--- config.mk ---
export PLATFORM = sky130hd
export DESIGN_NAME = sha1_message_digest_flat
export DESIGN_NICKNAME = d
export VERILOG_FILES = /design/src/sha1md_pkg.sv /design/src/sha1md_in_if.sv /design/src/sha1md_out_if.sv /design/src/sha1_message_digest.sv /design/src/sha1md_round.sv /design/src/flat_wrapper.sv
export SDC_FILE = /design/constraint.sdc
export NUM_CORES = 2
export LEC_CHECK = 0
export ABC_AREA = 0
export BUFFER_PORTS_ARGS = -buffer_cell sky130_fd_sc_hd__buf_2
export CAP_MARGIN = 20
export CORE_MARGIN = 2
export CORE_UTILIZATION = 43
export DETAILED_ROUTE_END_ITERATION = 6
export PLACE_DENSITY = 0.68
export SETUP_SLACK_MARGIN = 0.15
export SYNTH_ARGS = -nofsm -noshare
export SYNTH_HDL_FRONTEND = slang
export SYNTH_SLANG_ARGS = --single-unit
export TNS_END_PERCENT = 10
--- constraint.sdc ---
create_clock -name clk -period 23.3 [get_ports clk]
set_clock_uncertainty 0.15 [all_clocks]
set_input_delay 6.99 -clock clk [delete_from_list [all_inputs] [get_ports clk]]
set_output_delay 6.99 -clock clk [all_outputs]
set_load 0.005 [all_outputs]
--- src/sha1md_pkg.sv ---
`default_nettype none
// ----------------------------------------------------------------------------
// sha1md_pkg
// Shared types and constants of the SHA-1 digest block: working-variable
// struct, initial chain value, round constants and sequencer states.
// ----------------------------------------------------------------------------
package sha1md_pkg;

	typedef logic [31:0] word_t;
	typedef logic [6:0]  round_t;
	typedef logic [2:0]  widx_t;
	typedef logic [7:0]  byte_t;

	// a..e working variables, also used for the five chain words h0..h4
	typedef struct packed {
		word_t a;
		word_t b;
		word_t c;
		word_t d;
		word_t e;
	} work_t;

	localparam work_t H_INIT = '{
		a: 32'h67452301,
		b: 32'hEFCDAB89,
		c: 32'h98BADCFE,
		d: 32'h10325476,
		e: 32'hC3D2E1F0
	};

	localparam word_t K_CH  = 32'h5A827999;
	localparam word_t K_PAR = 32'h6ED9EBA1;
	localparam word_t K_MAJ = 32'h8F1BBCDC;
	localparam word_t K_PAR2 = 32'hCA62C1D6;

	localparam round_t ROUND_PAR  = 7'd20;
	localparam round_t ROUND_MAJ  = 7'd40;
	localparam round_t ROUND_PAR2 = 7'd60;
	localparam round_t LAST_ROUND = 7'd79;

	localparam byte_t      MARKER_BYTE = 8'h80;
	localparam logic [5:0] LEN_START   = 6'd56;
	localparam logic [5:0] LAST_SLOT   = 6'd63;
	localparam widx_t      LAST_WORD_IDX = 3'd4;

	typedef enum logic [2:0] {
		ST_IDLE,
		ST_PAD,
		ST_ROUND,
		ST_FINAL,
		ST_EMIT
	} state_t;

endpackage : sha1md_pkg
`default_nettype wire

--- src/sha1md_in_if.sv ---
`default_nettype none
// ----------------------------------------------------------------------------
// sha1md_in_if
// Message channel: one byte per beat with a presence flag and end flag.
// ----------------------------------------------------------------------------
interface sha1md_in_if;
	logic       valid;
	logic       ready;
	logic [7:0] message_byte;
	logic       byte_present;
	logic       is_last;

	modport source (output valid, message_byte, byte_present, is_last, input ready);
	modport sink   (input valid, message_byte, byte_present, is_last, output ready);
endinterface : sha1md_in_if
`default_nettype wire

--- src/sha1md_out_if.sv ---
`default_nettype none
// ----------------------------------------------------------------------------
// sha1md_out_if
// Digest channel: one 32-bit digest word per beat, with its position.
// ----------------------------------------------------------------------------
interface sha1md_out_if;
	logic        valid;
	logic        ready;
	logic [31:0] digest_word;
	logic [2:0]  word_index;
	logic        last_word;

	modport source (output valid, digest_word, word_index, last_word, input ready);
	modport sink   (input valid, digest_word, word_index, last_word, output ready);
endinterface : sha1md_out_if
`default_nettype wire

--- src/sha1_message_digest.sv ---
`default_nettype none
// ----------------------------------------------------------------------------
// sha1_message_digest
// SHA-1 over a byte stream, one round per cycle on a shared round unit.
// ----------------------------------------------------------------------------
// Data bytes are taken one per cycle, and ready stays up between them. Every
// 64th byte starts the compression: the rounds, then a final step that folds
// the result into the chain, and no beat is taken meanwhile. An end beat
// then shifts in the padding one byte per cycle (64 minus the bytes held),
// compresses, and, when the marker lands in the last eight slots, pads and
// compresses one more block. The five digest words follow
// as five output beats, word 0 first; after the fifth the chain starts over.
// The bound on all of this is the single round unit, one round a cycle, and
// the single byte-wide shift path into the 512-bit block window.
// ----------------------------------------------------------------------------
module sha1_message_digest #(
	parameter int LENGTH_BITS = 64
) (
	input  logic        clk,
	input  logic        arst_n,
	sha1md_in_if.sink   msg,
	sha1md_out_if.source dig
);
	import sha1md_pkg::*;

	state_t state_q, state_d;

	logic [511:0]           win_q;
	logic [5:0]             fill_q;
	logic [LENGTH_BITS-1:0] cnt_q;
	work_t                  h_q;
	work_t                  v_q;
	work_t                  v_nxt;
	word_t                  w_new;
	round_t                 round_q;
	widx_t                  idx_q;
	logic                   last_q;
	logic                   marker_q;
	logic                   spill_q;

	logic        take;
	logic        shift_in;
	logic        blk_full;
	logic        emit_beat;
	logic [63:0] len64;
	byte_t       len_byte;
	byte_t       pad_byte;
	byte_t       shift_byte;

	sha1md_round u_round (
		.round (round_q),
		.cur   (v_q),
		.w0    (win_q[511:480]),
		.w2    (win_q[447:416]),
		.w8    (win_q[255:224]),
		.w13   (win_q[95:64]),
		.nxt   (v_nxt),
		.w_new (w_new)
	);

	// padding byte for the current slot
	assign len64    = 64'(cnt_q);
	assign len_byte = 8'(len64 >> {~fill_q[2:0], 3'b000});

	always_comb begin
		priority if (marker_q) begin
			pad_byte = MARKER_BYTE;
		end else if (fill_q >= LEN_START && !spill_q) begin
			pad_byte = len_byte;
		end else begin
			pad_byte = '0;
		end
	end

	// next state
	always_comb begin
		state_d = state_q;
		unique case (state_q)
			ST_IDLE: begin
				if (take) begin
					if (msg.byte_present && fill_q == LAST_SLOT) begin
						state_d = ST_ROUND;
					end else if (msg.is_last) begin
						state_d = ST_PAD;
					end
				end
			end
			ST_PAD: begin
				if (fill_q == LAST_SLOT) begin
					state_d = ST_ROUND;
				end
			end
			ST_ROUND: begin
				if (round_q == LAST_ROUND) begin
					state_d = ST_FINAL;
				end
			end
			ST_FINAL: begin
				if (!last_q) begin
					state_d = ST_IDLE;
				end else if (marker_q || spill_q) begin
					state_d = ST_PAD;
				end else begin
					state_d = ST_EMIT;
				end
			end
			ST_EMIT: begin
				if (dig.ready && idx_q == LAST_WORD_IDX) begin
					state_d = ST_IDLE;
				end
			end
			default: state_d = ST_IDLE;
		endcase
	end

	// outputs and strobes
	always_comb begin
		msg.ready  = (state_q == ST_IDLE);
		dig.valid  = (state_q == ST_EMIT);
		take       = msg.valid && msg.ready;
		shift_in   = (state_q == ST_PAD) || (take && msg.byte_present);
		shift_byte = (state_q == ST_PAD) ? pad_byte : msg.message_byte;
		blk_full   = shift_in && fill_q == LAST_SLOT;
		emit_beat  = dig.valid && dig.ready;
		dig.word_index = idx_q;
		dig.last_word  = (idx_q == LAST_WORD_IDX);
		unique case (idx_q)
			3'd0:    dig.digest_word = h_q.a;
			3'd1:    dig.digest_word = h_q.b;
			3'd2:    dig.digest_word = h_q.c;
			3'd3:    dig.digest_word = h_q.d;
			3'd4:    dig.digest_word = h_q.e;
			default: dig.digest_word = '0;
		endcase
	end

	always_ff @(posedge clk or negedge arst_n) begin
		if (!arst_n) begin
			state_q  <= ST_IDLE;
			fill_q   <= '0;
			cnt_q    <= '0;
			h_q      <= H_INIT;
			round_q  <= '0;
			idx_q    <= '0;
			last_q   <= 1'b0;
			marker_q <= 1'b0;
			spill_q  <= 1'b0;
		end else begin
			state_q <= state_d;
			if (shift_in) begin
				fill_q <= fill_q + 6'd1;
			end
			if (take && msg.byte_present) begin
				cnt_q <= cnt_q + LENGTH_BITS'(8);
			end
			if (take && msg.is_last) begin
				last_q   <= 1'b1;
				marker_q <= 1'b1;
			end
			if (state_q == ST_PAD && marker_q) begin
				marker_q <= 1'b0;
				// marker in the length field: length goes to a spill block
				if (fill_q >= LEN_START) begin
					spill_q <= 1'b1;
				end
			end
			if (blk_full) begin
				round_q <= '0;
			end else if (state_q == ST_ROUND) begin
				round_q <= round_q + 7'd1;
			end
			if (state_q == ST_FINAL) begin
				h_q.a   <= h_q.a + v_q.a;
				h_q.b   <= h_q.b + v_q.b;
				h_q.c   <= h_q.c + v_q.c;
				h_q.d   <= h_q.d + v_q.d;
				h_q.e   <= h_q.e + v_q.e;
				spill_q <= 1'b0;
			end
			if (emit_beat) begin
				if (idx_q == LAST_WORD_IDX) begin
					idx_q  <= '0;
					h_q    <= H_INIT;
					cnt_q  <= '0;
					last_q <= 1'b0;
				end else begin
					idx_q <= idx_q + 3'd1;
				end
			end
		end
	end

	// block window doubles as the message schedule
	always_ff @(posedge clk) begin
		if (shift_in) begin
			win_q <= {win_q[503:0], shift_byte};
		end else if (state_q == ST_ROUND) begin
			win_q <= {win_q[479:0], w_new};
		end
		if (blk_full) begin
			v_q <= h_q;
		end else if (state_q == ST_ROUND) begin
			v_q <= v_nxt;
		end
	end

endmodule : sha1_message_digest
`default_nettype wire

--- src/sha1md_round.sv ---
`default_nettype none
// ----------------------------------------------------------------------------
// sha1md_round
// One SHA-1 round: round function, constant select, new a, and the next
// message schedule word from the window taps.
// ----------------------------------------------------------------------------
module sha1md_round (
	input  sha1md_pkg::round_t round,
	input  sha1md_pkg::work_t  cur,
	input  sha1md_pkg::word_t  w0,
	input  sha1md_pkg::word_t  w2,
	input  sha1md_pkg::word_t  w8,
	input  sha1md_pkg::word_t  w13,
	output sha1md_pkg::work_t  nxt,
	output sha1md_pkg::word_t  w_new
);
	import sha1md_pkg::*;

	word_t f;
	word_t k;
	word_t t;
	word_t x;

	always_comb begin
		priority if (round < ROUND_PAR) begin
			f = (cur.b & cur.c) | (~cur.b & cur.d);
			k = K_CH;
		end else if (round < ROUND_MAJ) begin
			f = cur.b ^ cur.c ^ cur.d;
			k = K_PAR;
		end else if (round < ROUND_PAR2) begin
			f = (cur.b & cur.c) | (cur.b & cur.d) | (cur.c & cur.d);
			k = K_MAJ;
		end else begin
			f = cur.b ^ cur.c ^ cur.d;
			k = K_PAR2;
		end
	end

	assign t = {cur.a[26:0], cur.a[31:27]} + f + cur.e + k + w0;

	always_comb begin
		nxt.a = t;
		nxt.b = cur.a;
		nxt.c = {cur.b[1:0], cur.b[31:2]};
		nxt.d = cur.c;
		nxt.e = cur.d;
	end

	// window holds W[i..i+15]; this yields W[i+16]
	assign x     = w13 ^ w8 ^ w2 ^ w0;
	assign w_new = {x[30:0], x[31]};

endmodule : sha1md_round
`default_nettype wire

--- src/flat_wrapper.sv ---
// flat-port wrapper written by rule: the top's interface ports become plain ports
module sha1_message_digest_flat import sha1md_pkg::*;
#(
	parameter int LENGTH_BITS = 64
)
  (clk, arst_n, msg_valid, msg_message_byte, msg_byte_present, msg_is_last, msg_ready, dig_valid, dig_digest_word, dig_word_index, dig_last_word, dig_ready);
  sha1md_in_if msg_i ();
  sha1md_out_if dig_i ();
  input  logic clk;
  input  logic arst_n;
  input wire logic [$bits(msg_i.valid)-1:0] msg_valid;
  input wire logic [$bits(msg_i.message_byte)-1:0] msg_message_byte;
  input wire logic [$bits(msg_i.byte_present)-1:0] msg_byte_present;
  input wire logic [$bits(msg_i.is_last)-1:0] msg_is_last;
  output wire logic [$bits(msg_i.ready)-1:0] msg_ready;
  output wire logic [$bits(dig_i.valid)-1:0] dig_valid;
  output wire logic [$bits(dig_i.digest_word)-1:0] dig_digest_word;
  output wire logic [$bits(dig_i.word_index)-1:0] dig_word_index;
  output wire logic [$bits(dig_i.last_word)-1:0] dig_last_word;
  input wire logic [$bits(dig_i.ready)-1:0] dig_ready;
  assign msg_i.valid = msg_valid;
  assign msg_i.message_byte = msg_message_byte;
  assign msg_i.byte_present = msg_byte_present;
  assign msg_i.is_last = msg_is_last;
  assign msg_ready = msg_i.ready;
  assign dig_valid = dig_i.valid;
  assign dig_digest_word = dig_i.digest_word;
  assign dig_word_index = dig_i.word_index;
  assign dig_last_word = dig_i.last_word;
  assign dig_i.ready = dig_ready;
  sha1_message_digest #(.LENGTH_BITS(LENGTH_BITS)) u_core (.clk(clk), .arst_n(arst_n), .msg(msg_i), .dig(dig_i));
endmodule
==> impl_results.md <==
- Met2 usage: 34.26%
- Origin of the worst min-delay path: u_core.fill_q[5]
- Warnings from Yosys: 0
- Compound-Gate Fraction of Synth Area: 10.92%
- Detailed placement HPWL: 98070 um
- Post-synthesis xor/xnor area fraction: 5.099%
- Req. time, crit path: 16.16 ns
- Pre-CTS setup slack: 12.28 ns
- Buf/Inv on CP: 4
- Worst-path clk slew: 0.06 ns
- Max Slew Vio Count: 0
- Mapped Area: 53590 sq um
- Mux cell area share after synthesis: 1.065%
- Simple-gate share of the synthesized area: 20.64%
- DRT Wirelength: 142400 um
- CTS resizes: 0
- Layout area overhead: 9.769%
- Gr ovfl total: 0
- RSZ-0062 raised after global routing: no
- Post-route core utilization: 47.58%
- Post-CTS Setup Inserts: 0
- Routed wire per std cell: 19.24 um
- Worst R2R Path Depth: 25
- TNS Setup: 0 ns
- FILL cells: 11588
- Met1 Track Usage GR: 31.83%
- Max-slew headroom: 25.53%
- Hold Buf Count CTS: 0
- Port Buffers: 51
- Final worst slack: 12.82 ns
- Post-Layout Cell Count: 7404
- Max FO, Critical Path: 37
- Critical Path End Type: output port
- Number of antenna diodes: 0
- Critical path, cell by cell: inv_1 > ha_1 > buf_4 > nand2_1 > inv_2 > a222oi_1 > o21ai_0 > buf_2
- Post-synthesis adder-cell area fraction: 9.806%
- Total internal power: 5615 uW
- Reg2Reg Launch Point: u_core.round_q[4]
- Initial antenna violation count: 0
- Via density: 5.516
- Final setup fails: 0
- GRT Max-Usage Layer: met2
- Largest family of logic cells by synthesized area: simple AND/OR/NAND/NOR gates
- Sw Ratio: 41.81%
- Clock network latency to the later pin of the worst-skew pair: 0.71 ns
- Drt pass-1 iters: 6
- Initial Util: 43.35%
- Post-synth net total: 6101
- Worst EP arrival: 3.34 ns
- CTS sink cnt: 915
- Flop2flop setup slack: 15.12 ns
- Sequential power share: 34.4%
- Comb pwr share: 48.4%
- Fraction of layout instances using a drive strength above 1: 6.555%
- CTS tree: yes
- Htree depth: 3
- Mean Syn Cell Area: 9.338 sq um
- Max incr delay on CP: 0.67 ns
- Sw power: 4035 uW
- Core Area: 123600 sq um
- Num rows: 129
- Synth cell types: 77
- Seq/Total Area, Yosys: 49.19%
- Die Height: 357.0 um
- M3 GR Usage: 3.173%
- Fin crit share: 44.99%
- Leak Pwr: 0.02586 uW
- DRC: 0
- Ys async rst share: 26.56%
- Largest net degree at the start of global routing: 205
- Pwr per Cell Area: 164.0 nW/um^2
- Vias: 40837
- Cell family with most CP delay: buffers and inverters
- Max cap viols: 0
- Max Clk Rate: 0.09539 GHz
- GRT Overall Usage: 22.16%
- Slew @ Worst Pin: 1.117 ns
- Crit Path Class: reg -> out
- Slowest stage cell, crit path: inv_2
- Post-route antenna net violation count: 0
- CTS buffer count: 100
- Synth Register Bits: 915
- Crit Reg-Reg Endpoint: u_core.v_q[158]
- VDD IR max: 0.0001036 V
- Ys flop type: edfxtp_1
- Outcome: finished clean
- Vias in the first global route: 38597
- CP Launch Type: flop
- Post-synth EDFFs: 672
- 1st-iter DRT viols: 4357
- First-pass GRT wire length: 222100 um
- Die X: 357.0 um
- Final Hold Fails: 0
- Clock buffer depth: 3
- Io pins: 52
- Endpoint, Worst Hold: u_core.fill_q[5]
- Hold Crit Class: reg -> reg
- Hold Path Depth: 1
- Clock Tree Root: clkbuf_16
- Clk network pwr share: 17.2%
- Synth Instances: 5739
- Placed cells: 7214
- Total die area: 127500 sq um
- Placer Congestion: 0.9863
- Final net count: 6042
- Post-layout min period: 10.48 ns
-- how the worst max path moves through the flow --
stage,startpoint,cells past startpoint,end
final,u_core.dig.word_index[0],8,dig_digest_word[17]
after global routing,u_core.dig.word_index[0],8,dig_digest_word[17]
after CTS,u_core.dig.word_index[0],8,dig_digest_word[17]
after detailed placement,msg_valid,8,u_core.v_q[23]
after global placement,msg_valid,8,u_core.v_q[119]
after floorplan,msg_byte_present,6,u_core.win_q[0]
-- power groups by stage --
stage               Sequential (uW)  Clock, uW  Combinational (uW)
global route                   3390       1750                5280
detailed placement             3330          0                4640
floorplan                      3300          0                3530
global placement               3320          0                4540
CTS                            3300       1680                4670
finish                         3320       1660                4670
-- routing by layer --
metal / routed length, um / up-vias
li1: - / 19394
met3: 10140 / 258
met5: 0 / -
met4: 5286 / 0
met2: 64260 / 1377
met1: 62740 / 19808
-- cells in the mapped netlist (6+ instances only) --
| master | number | area, sq um |
|---|---|---|
| and2_1 | 16 | 100.1 |
| nand2_1 | 2136 | 8018 |
| a222oi_1 | 8 | 80.08 |
| a221oi_1 | 7 | 61.31 |
| nor2_1 | 242 | 908.4 |
| edfxtp_1 | 672 | 20180 |
| a21oi_1 | 263 | 1316 |
| a211oi_1 | 32 | 240.2 |
| mux4_2 | 12 | 270.3 |
| o31ai_1 | 14 | 105.1 |
| nand3_1 | 85 | 425.4 |
| ha_1 | 228 | 2853 |
| buf_1 | 15 | 56.30 |
| o41ai_1 | 10 | 87.58 |
| o221ai_1 | 10 | 87.58 |
| o32ai_1 | 19 | 166.4 |
| o21bai_1 | 21 | 157.7 |
| a21o_1 | 99 | 743.2 |
| dfstp_2 | 80 | 2102 |
| xnor2_1 | 195 | 1708 |
| xor2_1 | 117 | 1025 |
| and3_1 | 37 | 231.5 |
| or3_1 | 22 | 137.6 |
| nand4_1 | 26 | 162.7 |
| clkbuf_1 | 242 | 908.4 |
| o21a_1 | 27 | 202.7 |
| a31oi_1 | 21 | 131.4 |
| mux2i_1 | 30 | 300.3 |
| nor2b_1 | 40 | 250.2 |
| dfrtp_1 | 163 | 4079 |
| and4_1 | 9 | 78.83 |
| o21ai_0 | 162 | 810.8 |
| nor3b_1 | 12 | 90.09 |
| nand2b_1 | 30 | 187.7 |
| inv_1 | 207 | 777.0 |
| o21ai_1 | 58 | 290.3 |
| fa_1 | 120 | 2402 |
| a22oi_1 | 60 | 450.4 |
| o211ai_1 | 51 | 382.9 |
| a2111oi_0 | 6 | 52.55 |
| nor3_1 | 47 | 235.2 |
| or2_2 | 10 | 62.56 |
-- placed cells by master (no fill, tap or decap), types with 60 or more instances in the layout --
cell type  instances
xnor2_1          195
dfrtp_1          163
a22oi_1           60
xor2_1           117
clkbuf_16        103
a21o_1            99
ha_1             228
nor2_1           241
dfstp_2           80
edfxtp_1         672
nand2_1         2132
nand3_1           84
o21ai_0          162
fa_1             120
inv_1            207
a21oi_1          263
-- flip-flops by register name, summed over array words and instances, names as in the netlist --
signal	cells
u_core.cnt_q	61
u_core.dig.word_index	3
u_core.fill_q	6
u_core.h_q	160
u_core.last_q	1
u_core.marker_q	1
u_core.round_q	7
u_core.spill_q	1
u_core.state_q	3
u_core.v_q	160
u_core.win_q	512
-- layout make-up --
cell class / instances / area, sq um / share of cell area, %
Clock inverter: 51 / 596.8 / 1.015
Tap cell: 1637 / 2048 / 3.482
Inverter: 209 / 784.5 / 1.334
Timing Repair Buffer: 97 / 655.6 / 1.115
Clock buffer: 138 / 2839 / 4.826
Sequential cell: 915 / 26360 / 44.81
Multi-Input combinational cell: 4357 / 25540 / 43.42
-- kinds of logic after synthesis --
family | after synthesis
simple gates | 2735
flops | 915
fa+ha+maj | 348
compound gates | 920
xor+xnor | 312
buf+inv | 467
mux | 42
-- per-stage QoR --
stage / cell area (sq um) / power (uW) / hold WS, ns
after CTS: 58800 / 9659 / 0.3490
after detailed placement: 55360 / 7961 / 0.3389
final: 58830 / 9650 / 0.3486
after floorplan: 53590 / 6822 / 0.2878
after global placement: 55360 / 7862 / 0.3147
after global routing: 58830 / 10420 / 0.3492
No activity file was read; power rests on OpenSTA's default activity.
